$ cat src/sv/mcsr_pkg.sv
`timescale 1ns / 1ps
// shared types and constants for the machine-mode csr file
// no dependencies; used by every module of the block

package mcsr_pkg;

   localparam int unsigned XLEN = 32;
   localparam int unsigned QUEUE_DEPTH = 2;

   localparam logic [6:0]  OPC_SYSTEM   = 7'h73;
   localparam logic [11:0] ADDR_MSTATUS  = 12'h300;
   localparam logic [11:0] ADDR_MISA     = 12'h301;
   localparam logic [11:0] ADDR_MTVEC    = 12'h305;
   localparam logic [11:0] ADDR_MSCRATCH = 12'h340;
   localparam logic [11:0] ADDR_MEPC     = 12'h341;
   localparam logic [11:0] ADDR_MCAUSE   = 12'h342;
   localparam logic [11:0] ADDR_MTVAL    = 12'h343;

   localparam logic [XLEN-1:0] MISA_VALUE    = 32'h4000_1100;
   localparam logic [XLEN-1:0] MSTATUS_MIE   = 32'h0000_0008;
   localparam logic [XLEN-1:0] MSTATUS_MPIE  = 32'h0000_0080;
   localparam logic [XLEN-1:0] MSTATUS_MPP_M = 32'h0000_1800;
   localparam logic [XLEN-1:0] ALIGN_MASK    = 32'hFFFF_FFFC;

   typedef enum logic [2:0] {
      ERR_OK       = 3'd0,
      ERR_NOT_CSR  = 3'd1,
      ERR_FUNCT3   = 3'd2,
      ERR_NO_CSR   = 3'd3,
      ERR_READONLY = 3'd4
   } err_type;

   // low two bits of funct3
   typedef enum logic [1:0] {
      OP_NONE = 2'd0,
      OP_RW   = 2'd1,
      OP_RS   = 2'd2,
      OP_RC   = 2'd3
   } csr_op_type;

   typedef enum logic [2:0] {
      SEL_MSTATUS,
      SEL_MISA,
      SEL_MTVEC,
      SEL_MSCRATCH,
      SEL_MEPC,
      SEL_MCAUSE,
      SEL_MTVAL
   } csr_sel_type;

   // classified transaction handed from decode to execute
   typedef struct packed {
      logic [XLEN-1:0] next_pc;
      logic [4:0]      rd;
      csr_sel_type     sel;
      csr_op_type      op;
      logic            wr;
      logic [XLEN-1:0] src;
      err_type         err;
   } decoded_type;

endpackage

$ cat src/sv/mcsr_decode.sv
`timescale 1ns / 1ps
// front end: splits the instruction word and classifies errors
// depends on mcsr_pkg

module mcsr_decode (
   input  logic [mcsr_pkg::XLEN-1:0] pc,
   input  logic [mcsr_pkg::XLEN-1:0] instruction,
   input  logic [mcsr_pkg::XLEN-1:0] source_value,
   output mcsr_pkg::decoded_type     decoded
);

   logic [6:0]  opcode;
   logic [2:0]  funct3;
   logic [4:0]  rs1_field;
   logic [11:0] csr_addr;
   logic        csr_known;
   mcsr_pkg::csr_sel_type csr_sel;
   mcsr_pkg::csr_op_type  op;
   logic        wr_intent;

   assign opcode    = instruction[6:0];
   assign funct3    = instruction[14:12];
   assign rs1_field = instruction[19:15];
   assign csr_addr  = instruction[31:20];
   assign op        = mcsr_pkg::csr_op_type'(funct3[1:0]);
   // set/clear with a zero source field only reads
   assign wr_intent = (op == mcsr_pkg::OP_RW) || (rs1_field != 5'd0);

   always_comb begin
      csr_known = 1'b1;
      unique case (csr_addr)
         mcsr_pkg::ADDR_MSTATUS:  csr_sel = mcsr_pkg::SEL_MSTATUS;
         mcsr_pkg::ADDR_MISA:     csr_sel = mcsr_pkg::SEL_MISA;
         mcsr_pkg::ADDR_MTVEC:    csr_sel = mcsr_pkg::SEL_MTVEC;
         mcsr_pkg::ADDR_MSCRATCH: csr_sel = mcsr_pkg::SEL_MSCRATCH;
         mcsr_pkg::ADDR_MEPC:     csr_sel = mcsr_pkg::SEL_MEPC;
         mcsr_pkg::ADDR_MCAUSE:   csr_sel = mcsr_pkg::SEL_MCAUSE;
         mcsr_pkg::ADDR_MTVAL:    csr_sel = mcsr_pkg::SEL_MTVAL;
         default: begin
            csr_sel   = mcsr_pkg::SEL_MSTATUS;
            csr_known = 1'b0;
         end
      endcase
   end

   always_comb begin
      decoded.next_pc = pc + 32'd4;
      decoded.rd      = instruction[11:7];
      decoded.sel     = csr_sel;
      decoded.op      = op;
      decoded.wr      = wr_intent;
      decoded.src     = funct3[2] ? {27'd0, rs1_field} : source_value;
      if (opcode != mcsr_pkg::OPC_SYSTEM || funct3 == 3'd0) begin
         decoded.err = mcsr_pkg::ERR_NOT_CSR;
      end else if (op == mcsr_pkg::OP_NONE) begin
         decoded.err = mcsr_pkg::ERR_FUNCT3;
      end else if (!csr_known) begin
         decoded.err = mcsr_pkg::ERR_NO_CSR;
      end else if (wr_intent && csr_sel == mcsr_pkg::SEL_MISA) begin
         decoded.err = mcsr_pkg::ERR_READONLY;
      end else begin
         decoded.err = mcsr_pkg::ERR_OK;
      end
   end

endmodule

$ cat src/sv/mcsr_queue.sv
`timescale 1ns / 1ps
// small fifo of decoded transactions between decode and execute
// depends on mcsr_pkg

module mcsr_queue #(
   parameter int unsigned DEPTH = mcsr_pkg::QUEUE_DEPTH
) (
   input  logic                  clock,
   input  logic                  reset,
   input  logic                  push,
   input  mcsr_pkg::decoded_type push_data,
   output logic                  full,
   input  logic                  pop,
   output logic                  not_empty,
   output mcsr_pkg::decoded_type head
);

   localparam int unsigned PTR_W = (DEPTH > 1) ? $clog2(DEPTH) : 1;
   localparam int unsigned CNT_W = $clog2(DEPTH + 1);
   localparam logic [PTR_W-1:0] LAST = PTR_W'(DEPTH - 1);
   localparam logic [CNT_W-1:0] FULL_COUNT = CNT_W'(DEPTH);

   mcsr_pkg::decoded_type mem_ff [DEPTH];
   logic [PTR_W-1:0] wr_ptr_ff, wr_ptr_in;
   logic [PTR_W-1:0] rd_ptr_ff, rd_ptr_in;
   logic [CNT_W-1:0] count_ff, count_in;
   logic do_push, do_pop;

   assign full      = (count_ff == FULL_COUNT);
   assign not_empty = (count_ff != '0);
   assign do_push   = push && !full;
   assign do_pop    = pop && not_empty;
   assign head      = mem_ff[rd_ptr_ff];

   always_comb begin
      wr_ptr_in = wr_ptr_ff;
      rd_ptr_in = rd_ptr_ff;
      count_in  = count_ff;
      if (do_push) begin
         wr_ptr_in = (wr_ptr_ff == LAST) ? '0 : wr_ptr_ff + 1'b1;
      end
      if (do_pop) begin
         rd_ptr_in = (rd_ptr_ff == LAST) ? '0 : rd_ptr_ff + 1'b1;
      end
      if (do_push && !do_pop) begin
         count_in = count_ff + 1'b1;
      end else if (do_pop && !do_push) begin
         count_in = count_ff - 1'b1;
      end
   end

   always_ff @(posedge clock) begin
      if (reset) begin
         wr_ptr_ff <= '0;
         rd_ptr_ff <= '0;
         count_ff  <= '0;
      end else begin
         wr_ptr_ff <= wr_ptr_in;
         rd_ptr_ff <= rd_ptr_in;
         count_ff  <= count_in;
      end
   end

   always_ff @(posedge clock) begin
      if (do_push) begin
         mem_ff[wr_ptr_ff] <= push_data;
      end
   end

endmodule

$ cat src/sv/mcsr_exec.sv
`timescale 1ns / 1ps
// back end: csr registers, read-modify-write and the result register
// depends on mcsr_pkg

module mcsr_exec (
   input  logic                          clock,
   input  logic                          reset,
   input  logic                          head_valid,
   input  mcsr_pkg::decoded_type         head,
   output logic                          head_pop,
   output logic                          rsp_valid,
   input  logic                          rsp_ready,
   output logic [mcsr_pkg::XLEN-1:0]     rsp_next_pc,
   output logic [4:0]                    rsp_dest_reg,
   output logic                          rsp_dest_write,
   output logic [mcsr_pkg::XLEN-1:0]     rsp_dest_value,
   output logic [2:0]                    rsp_error_code
);

   logic [mcsr_pkg::XLEN-1:0] mstatus_ff, mtvec_ff, mscratch_ff;
   logic [mcsr_pkg::XLEN-1:0] mepc_ff, mcause_ff, mtval_ff;
   logic [mcsr_pkg::XLEN-1:0] read_value, old_value, new_value;
   logic                      ok, commit;

   logic                      valid_ff;
   logic [mcsr_pkg::XLEN-1:0] next_pc_ff, dest_value_ff;
   logic [4:0]                dest_reg_ff;
   logic                      dest_write_ff;
   mcsr_pkg::err_type         err_ff;

   // result register can take a new transaction when empty or draining
   assign head_pop = head_valid && (!valid_ff || rsp_ready);
   assign ok       = (head.err == mcsr_pkg::ERR_OK);
   assign commit   = head_pop && ok && head.wr;

   always_comb begin
      unique case (head.sel)
         mcsr_pkg::SEL_MSTATUS:  read_value = mstatus_ff;
         mcsr_pkg::SEL_MISA:     read_value = mcsr_pkg::MISA_VALUE;
         mcsr_pkg::SEL_MTVEC:    read_value = mtvec_ff;
         mcsr_pkg::SEL_MSCRATCH: read_value = mscratch_ff;
         mcsr_pkg::SEL_MEPC:     read_value = mepc_ff;
         mcsr_pkg::SEL_MCAUSE:   read_value = mcause_ff;
         mcsr_pkg::SEL_MTVAL:    read_value = mtval_ff;
         default:                read_value = '0;
      endcase
   end

   assign old_value = ok ? read_value : '0;

   always_comb begin
      case (head.op)
         mcsr_pkg::OP_RS: new_value = old_value | head.src;
         mcsr_pkg::OP_RC: new_value = old_value & ~head.src;
         default:         new_value = head.src;
      endcase
   end

   always_ff @(posedge clock) begin
      if (reset) begin
         mstatus_ff  <= '0;
         mtvec_ff    <= '0;
         mscratch_ff <= '0;
         mepc_ff     <= '0;
         mcause_ff   <= '0;
         mtval_ff    <= '0;
      end else if (commit) begin
         case (head.sel)
            mcsr_pkg::SEL_MSTATUS:
               mstatus_ff <= (new_value & (mcsr_pkg::MSTATUS_MIE | mcsr_pkg::MSTATUS_MPIE))
                             | mcsr_pkg::MSTATUS_MPP_M;
            mcsr_pkg::SEL_MTVEC:    mtvec_ff    <= new_value & mcsr_pkg::ALIGN_MASK;
            mcsr_pkg::SEL_MSCRATCH: mscratch_ff <= new_value;
            mcsr_pkg::SEL_MEPC:     mepc_ff     <= new_value & mcsr_pkg::ALIGN_MASK;
            mcsr_pkg::SEL_MCAUSE:   mcause_ff   <= new_value;
            mcsr_pkg::SEL_MTVAL:    mtval_ff    <= new_value;
            default: ;
         endcase
      end
   end

   always_ff @(posedge clock) begin
      if (reset) begin
         valid_ff <= 1'b0;
      end else if (head_pop) begin
         valid_ff <= 1'b1;
      end else if (rsp_ready) begin
         valid_ff <= 1'b0;
      end
   end

   always_ff @(posedge clock) begin
      if (head_pop) begin
         next_pc_ff    <= head.next_pc;
         dest_reg_ff   <= head.rd;
         dest_write_ff <= ok && (head.rd != 5'd0);
         dest_value_ff <= old_value;
         err_ff        <= head.err;
      end
   end

   assign rsp_valid      = valid_ff;
   assign rsp_next_pc    = next_pc_ff;
   assign rsp_dest_reg   = dest_reg_ff;
   assign rsp_dest_write = dest_write_ff;
   assign rsp_dest_value = dest_value_ff;
   assign rsp_error_code = err_ff;

endmodule

$ cat src/sv/machine_csr_file_zicsr.sv
`timescale 1ns / 1ps
// Machine-mode Zicsr csr file (mstatus, misa, mtvec, mscratch, mepc, mcause, mtval).
// Takes one transaction per cycle while the response side keeps up and presents its result
// after it has passed through the queue and then the result register; the throughput is
// set by the execute stage, which does the whole csr read-modify-write as it pops the
// queue head. A QUEUE_DEPTH-entry queue between decode and execute absorbs response
// stalls; req_ready drops only when it is full. Errors leave all csrs unchanged and
// return a zero dest value.
// Depends on mcsr_pkg, mcsr_decode, mcsr_queue and mcsr_exec.

module machine_csr_file_zicsr #(
   parameter int unsigned QUEUE_DEPTH = mcsr_pkg::QUEUE_DEPTH
) (
   input  logic                      clock,
   input  logic                      reset,
   input  logic                      req_valid,
   output logic                      req_ready,
   input  logic [mcsr_pkg::XLEN-1:0] req_pc,
   input  logic [mcsr_pkg::XLEN-1:0] req_instruction,
   input  logic [mcsr_pkg::XLEN-1:0] req_source_value,
   output logic                      rsp_valid,
   input  logic                      rsp_ready,
   output logic [mcsr_pkg::XLEN-1:0] rsp_next_pc,
   output logic [4:0]                rsp_dest_reg,
   output logic                      rsp_dest_write,
   output logic [mcsr_pkg::XLEN-1:0] rsp_dest_value,
   output logic [2:0]                rsp_error_code
);

   mcsr_pkg::decoded_type decoded, head;
   logic queue_full, head_valid, head_pop;

   mcsr_decode u_decode (
      .pc           (req_pc),
      .instruction  (req_instruction),
      .source_value (req_source_value),
      .decoded      (decoded)
   );

   mcsr_queue #(
      .DEPTH (QUEUE_DEPTH)
   ) u_queue (
      .clock     (clock),
      .reset     (reset),
      .push      (req_valid),
      .push_data (decoded),
      .full      (queue_full),
      .pop       (head_pop),
      .not_empty (head_valid),
      .head      (head)
   );

   assign req_ready = !queue_full;

   mcsr_exec u_exec (
      .clock          (clock),
      .reset          (reset),
      .head_valid     (head_valid),
      .head           (head),
      .head_pop       (head_pop),
      .rsp_valid      (rsp_valid),
      .rsp_ready      (rsp_ready),
      .rsp_next_pc    (rsp_next_pc),
      .rsp_dest_reg   (rsp_dest_reg),
      .rsp_dest_write (rsp_dest_write),
      .rsp_dest_value (rsp_dest_value),
      .rsp_error_code (rsp_error_code)
   );

   // an error result never writes rd and carries a zero value
   assert property (@(posedge clock) disable iff (reset)
      rsp_valid && rsp_error_code != mcsr_pkg::ERR_OK |-> !rsp_dest_write && rsp_dest_value == '0)
      else $error("error result writes rd or carries data");

   // x0 is never written
   assert property (@(posedge clock) disable iff (reset)
      rsp_valid && rsp_dest_reg == 5'd0 |-> !rsp_dest_write)
      else $error("write enable set for x0");

   // with the queue empty and the result register free, an accepted transaction is presented
   assert property (@(posedge clock) disable iff (reset)
      req_valid && req_ready && !head_valid && (!rsp_valid || rsp_ready) |=> ##1 rsp_valid)
      else $error("transaction not forwarded to result register");

endmodule
$ cat config.mk
export PLATFORM = sky130hd
export DESIGN_NAME = machine_csr_file_zicsr
export DESIGN_NICKNAME = d
export VERILOG_FILES = /design/src/sv/mcsr_pkg.sv /design/src/sv/mcsr_decode.sv /design/src/sv/mcsr_queue.sv /design/src/sv/mcsr_exec.sv /design/src/sv/machine_csr_file_zicsr.sv
export SDC_FILE = /design/constraint.sdc
export NUM_CORES = 1
export LEC_CHECK = 0
export BUFFER_PORTS_ARGS = -buffer_cell sky130_fd_sc_hd__buf_2
export CAP_MARGIN = 20
export CORE_MARGIN = 1
export CORE_UTILIZATION = 40
export CTS_BUF_LIST = sky130_fd_sc_hd__clkbuf_4 sky130_fd_sc_hd__clkbuf_8
export CTS_CLUSTER_DIAMETER = 30
export DETAILED_ROUTE_END_ITERATION = 7
export PLACE_DENSITY = 0.58
export SLEW_MARGIN = 15
export SYNTH_ARGS = -nofsm -noshare
export SYNTH_HDL_FRONTEND = slang
export SYNTH_SLANG_ARGS = --single-unit
$ cat constraint.sdc
create_clock -name clock -period 5.2 [get_ports clock]
set_input_delay 1.04 -clock clock [delete_from_list [all_inputs] [get_ports clock]]
set_output_delay 1.04 -clock clock [all_outputs]
set_load 0.01 [all_outputs]
**Word-level counts from Yosys, hierarchy flattened**

Memories as Yosys holds them, arrays and structs flattened. A register that Yosys moved wholly into a read port is not among the register bits.
Cells that the tools add are included.

- Add/sub/neg operators: 5
- Reduce and logical (&&, ||, !) cells: 32
- Equal/unequal tests: 19
- Bitwise gates (word level): 3
- Mux-type cells: 20

Operator list:

| kind | number |
|---|---|
| 32-bit case mux with 7 select lines | 1 |
| 12-bit by 10-bit equality test with 1-bit output, second input constant | 7 |
| 32-bit two-way mux | 2 |
| 32-bit case mux with 2 select lines | 1 |
| 32-bit by 3-bit adder with 32-bit output, second input constant | 1 |
| 32-bit bitwise AND | 1 |
| 32-bit NOT | 1 |
| 32-bit OR | 1 |
| 3-bit case mux with 6 select lines | 1 |
| 3-bit two-way mux | 4 |
| 2-bit AND reduction | 6 |
| 5-bit nonzero test | 2 |
| 3-bit equality test, second input constant | 3 |
| 1-bit logical AND | 9 |
| 3-bit zero test | 3 |
| 1-bit two-way mux | 9 |
| 7-bit != test, second input constant | 1 |
| 7-bit OR reduction | 1 |
| 2-bit equality test, second input constant | 3 |
| 3-bit by 1-bit equality test with 1-bit output, second input constant | 2 |
| 3-bit by 2-bit equality test with 1-bit output, second input constant | 2 |
| 2-bit nonzero test | 3 |
| 1-bit zero test | 4 |
| 2-bit two-way mux | 2 |
| other kinds (6) | 9 |

- Register bits: 237
- Word-level logic and storage cells: 95
- Output and inout port bits: 75
- Bits in writable memories: 156
- Memories kept: 1

Memories:

| name | depth | width | read ports | clocked after Yosys merged registers in | write ports | line | source |
|---|---|---|---|---|---|---|---|
| u_queue.mem_ff | 2 | 78 | 1 | 1 | 1 | mcsr_queue.sv:23 | `mcsr_pkg::decoded_type mem_ff [DEPTH];` |

**Depth between registers and ports, before layout**

- Depth after elaboration: 8
- Mapped depth: 10

**Modules after synthesis**

Synthesis repeated with hierarchy kept, for this count alone.

- Cells, all modules: 1367
- Area total of the unflattened synthesis: 17656.9 sq um

Modules (own cells, without submodules):

| module | cells each | instances | seq. area each (sq um) | area each (sq um) |
|---|---|---|---|---|
| mcsr_exec | 940 | 1 | 5395.2 | 10651.5 |
| mcsr_queue | 268 | 1 | 4784.6 | 5928.2 |
| mcsr_decode | 158 | 1 | 0.0 | 1073.5 |
| machine_csr_file_zicsr | 1 | 1 | 0.0 | 3.8 |

**Least setup slack after synthesis**

OpenSTA, ideal clock, no wires.

- Kind: input to register
- From: input port req_valid
- To: memory u_queue.mem_ff[0][0] (netlist bit), enable pin
- Buffers on the path: 0
- Arrival: 4383 ps
- Stages: 2
- Setup time: 515 ps
- Path slack: 302 ps
- Cell sequence: nand2_1 -> nor2_1

- Word-level cells in the longest chain between the ends: 3

RTL lines:

| what | line | source |
|---|---|---|
| from (decl) | machine_csr_file_zicsr.sv:16 | `input logic req_valid,` |
| 1-bit logical AND | mcsr_queue.sv:31 | `assign do_push = push && !full;` |
| 1-bit two-way mux | mcsr_queue.sv:65 | `if (do_push) begin` |
| 1-bit two-way mux (implied by the code) | mcsr_queue.sv:66 | `mem_ff[wr_ptr_ff] <= push_data;` |
| to (decl) | mcsr_queue.sv:23 |  |

No other way between the ends.

==> flow_summary.yaml <==
status:
  run_status: "finished, final reports clean"
logic_synthesis:
  avgSynthCellArea_sq_um: 11.6
  synth_top_flop_cell: "edfxtp_1"
  netlist_area_sq_um: 16900
  synth-edff-count: 229
  synth_seq_area_share_pct: 60.1
  yosysTopAreaCell: "edfxtp_1"
  ys_types: 69
  syn_inst: 1467
  synth_warnings: 0
  synth_most_common_cell: "nor2_1"
  synthTopCellsByCount: "243 x nor2_1, 229 x edfxtp_1, 165 x dfxtp_1, 153 x a211oi_1, 109 x nand2_1"
  ys_top_cells_by_area: "edfxtp_1 41%, dfxtp_1 19%, a211oi_1 6.8%, nor2_1 5.4%, mux2i_1 3.7%"
  yosys.area.top_type_share_pct: 40.6
  synthArstFlopShare_pct: 0
  synth-seq-cells: 394
  syn_nets: 1569
timing:
  rsz0062_at_grt: "no"
  fin_crit_sh_pct: 70.0
  relSlewSlack_pct: 26.4
  tns_ns: 0
  finalHoldViolCount: 0
  hold_ws_ns: 0.497
  setup_viol: 0
  tightest_slew_ns: 1.10
  fmax_mhz: 275
  period_minus_slack_ns: 3.64
  slew_viol_final: 0
  skew_ns: 0.0375
job:
  maxCapViolCount: 0
die:
  io_pins: 175
  fp.dieH_um: 208
  core_region_area_sq_um: 41900
  dieArea_sq_um: 43200
  start_util_pct: 40.5
  rows: 75
  die_w_um: 208
finish:
  area_growth_pct: 20.0
  largest_register_ffs: 156
  drive_gt1_share_pct: 25.9
  top_register: "u_queue.mem_ff"
  nNetsFinal: 1750
  multiInputGateArea_sq_um: 6290
  fill_cells: 3794
  register_area_sq_um: 10200
worst_hold_path:
  min_from: "u_exec.mtvec_ff[25]"
  min_path_type: "register to register"
clock_network:
  clkSinkCount: 394
  path_clk_slew_ns: 0.06
  cts_max_path_buffers: 3
  cts_resized: 0
  clock_latency_ns: 0.62
  cts_buffers: 92
  post-cts-setup-buffer-count: 0
  cts-root-buf: "clkbuf_8"
  cts_hold_buf: 0
  tritoncts: "done"
  h-tree-depth: 3
setup_path:
  critical_path.cell_chain: "mux2i_4, nand2_1, o221ai_1, o21ai_0, a211oi_1"
  crit_slowest_cell: "dfxtp_4"
  worst-setup-path-type: "register to register"
  cp_data_arrival_time_ns: 4.17
  slowest_delay_ns: 0.86
  cp-start-kind: "register"
  cp.required_ns: 5.73
  worstSetupEndpointType: "register"
  crit_fanout: 51
placement:
  gp_congestion: 0.813
  place_hpwl_um: 25800
  io_buffer_count: 174
power_and_ir_drop:
  peakVddDrop_mv: 0.289
  p_per_area_nw_per_um2: 501
  leakagePower_uw: 0.00685
  finalPower_uw: 10200
drt:
  dr.pass1.iters: 5
  viasPerCell: 5.41
  post_drt_wl_per_cell_um: 19.3
  wl_um: 43700
  drc_errors: 0
  ant_nets: 0
  vias: 12258
  dr.first_iter.drc_count: 756
grt:
  antenna_found_initial: 7
  grt_max_degree: 79
  grt_pass1_vias: 12177
  grt_overflow: 0
  grtUsageTotal_pct: 20.0
  grt_pass1_wl_um: 68100
cells in the final DEF (no fill, tap or decap), drive strengths merged, types with 4 or more instances in the layout:
cell      Yosys  final
a211oi      153    153
a21oi         4      4
a311oi        5      5
a31oi         6      6
a41oi         5      5
and3          9      9
buf          55    199
bufinv        0      8
clkbuf       57    124
clkinv        0     26
clkinvlp      0     12
dfxtp       165    165
edfxtp      229    229
inv           7      6
mux2         54     54
mux2i        64     64
nand2       111    111
nand2b        8      8
nand3        18     18
nand4        16     16
nor2        244    244
nor2b        28     28
nor3         17     17
nor3b         4      4
o211ai       33     33
o21ai        36     36
o221ai       44     44
o22ai        23     23
xnor2        15     15
xor2         17     17
per-layer routing:
metal / up-vias / track usage (%) / routed length, um
met5: - / 0 / 48
met3: 66 / 5.87 / 3240
met4: 8 / 6.87 / 759
met2: 369 / 30.9 / 19900
li1: 5893 / - / -
met1: 5922 / 26.9 / 19800
worst paths after layout:
check,to,slack (ns),cells after the start
min reg2reg,u_exec.mtvec_ff[25],0.50,2
max reg2reg,u_exec.mcause_ff[20],1.56,5
min,u_exec.mtvec_ff[25],0.50,2
max,u_exec.mcause_ff[20],1.56,5
critical path, delay by kind of cell (launching register included):
| family | cells | cell delay [ns] |
|---|---|---|
| AO/OA/AOI/OAI | 3 | 1.08 |
| AND/OR/NAND/NOR | 1 | 0.85 |
| multiplexers | 1 | 0.75 |
| flip-flops | 1 | 0.86 |
report_power, final:
| group | switching [uW] | internal [uW] | total [uW] |
|---|---|---|---|
| Sequential | 204 | 3890 | 4090 |
| Combinational | 1540 | 735 | 2280 |
| Clock | 1450 | 2370 | 3810 |
| Total | 3200 | 6990 | 10200 |
cells by family after synthesis:
group / Yosys count / share of synthesized area [%]
and+or+nand+nor: 476 / 12.8
DFF: 394 / 60.1
AOI/OAI and AO/OA: 326 / 14.6
buffers and inverters: 119 / 3.29
muxes: 118 / 7.49
xor gates and xnor gates: 32 / 1.65
adders and majority gates: 2 / 0.148
stage by stage:
stage	cell area (sq um)	std cells	setup WS, ns	utilization [%]
floorplan	16900	1467	0.302	-
global placement	18300	2091	1.65	43.6
detailed placement	18300	2091	1.56	43.6
CTS	20300	2260	1.54	48.4
global route	20300	2263	1.28	48.6
finish	20300	2264	1.56	48.6
layout make-up:
type / count / share of cell area (%)
diodes: 2 / 0.0246
clock buffers: 124 / 7.72
clock inverters: 45 / 2.22
inverters: 7 / 0.135
multi-input cells: 954 / 30.9
flip-flops and latches: 394 / 50.1
well taps: 539 / 3.32
repair buffers: 199 / 5.60
(Power assumes the default switching activity.)
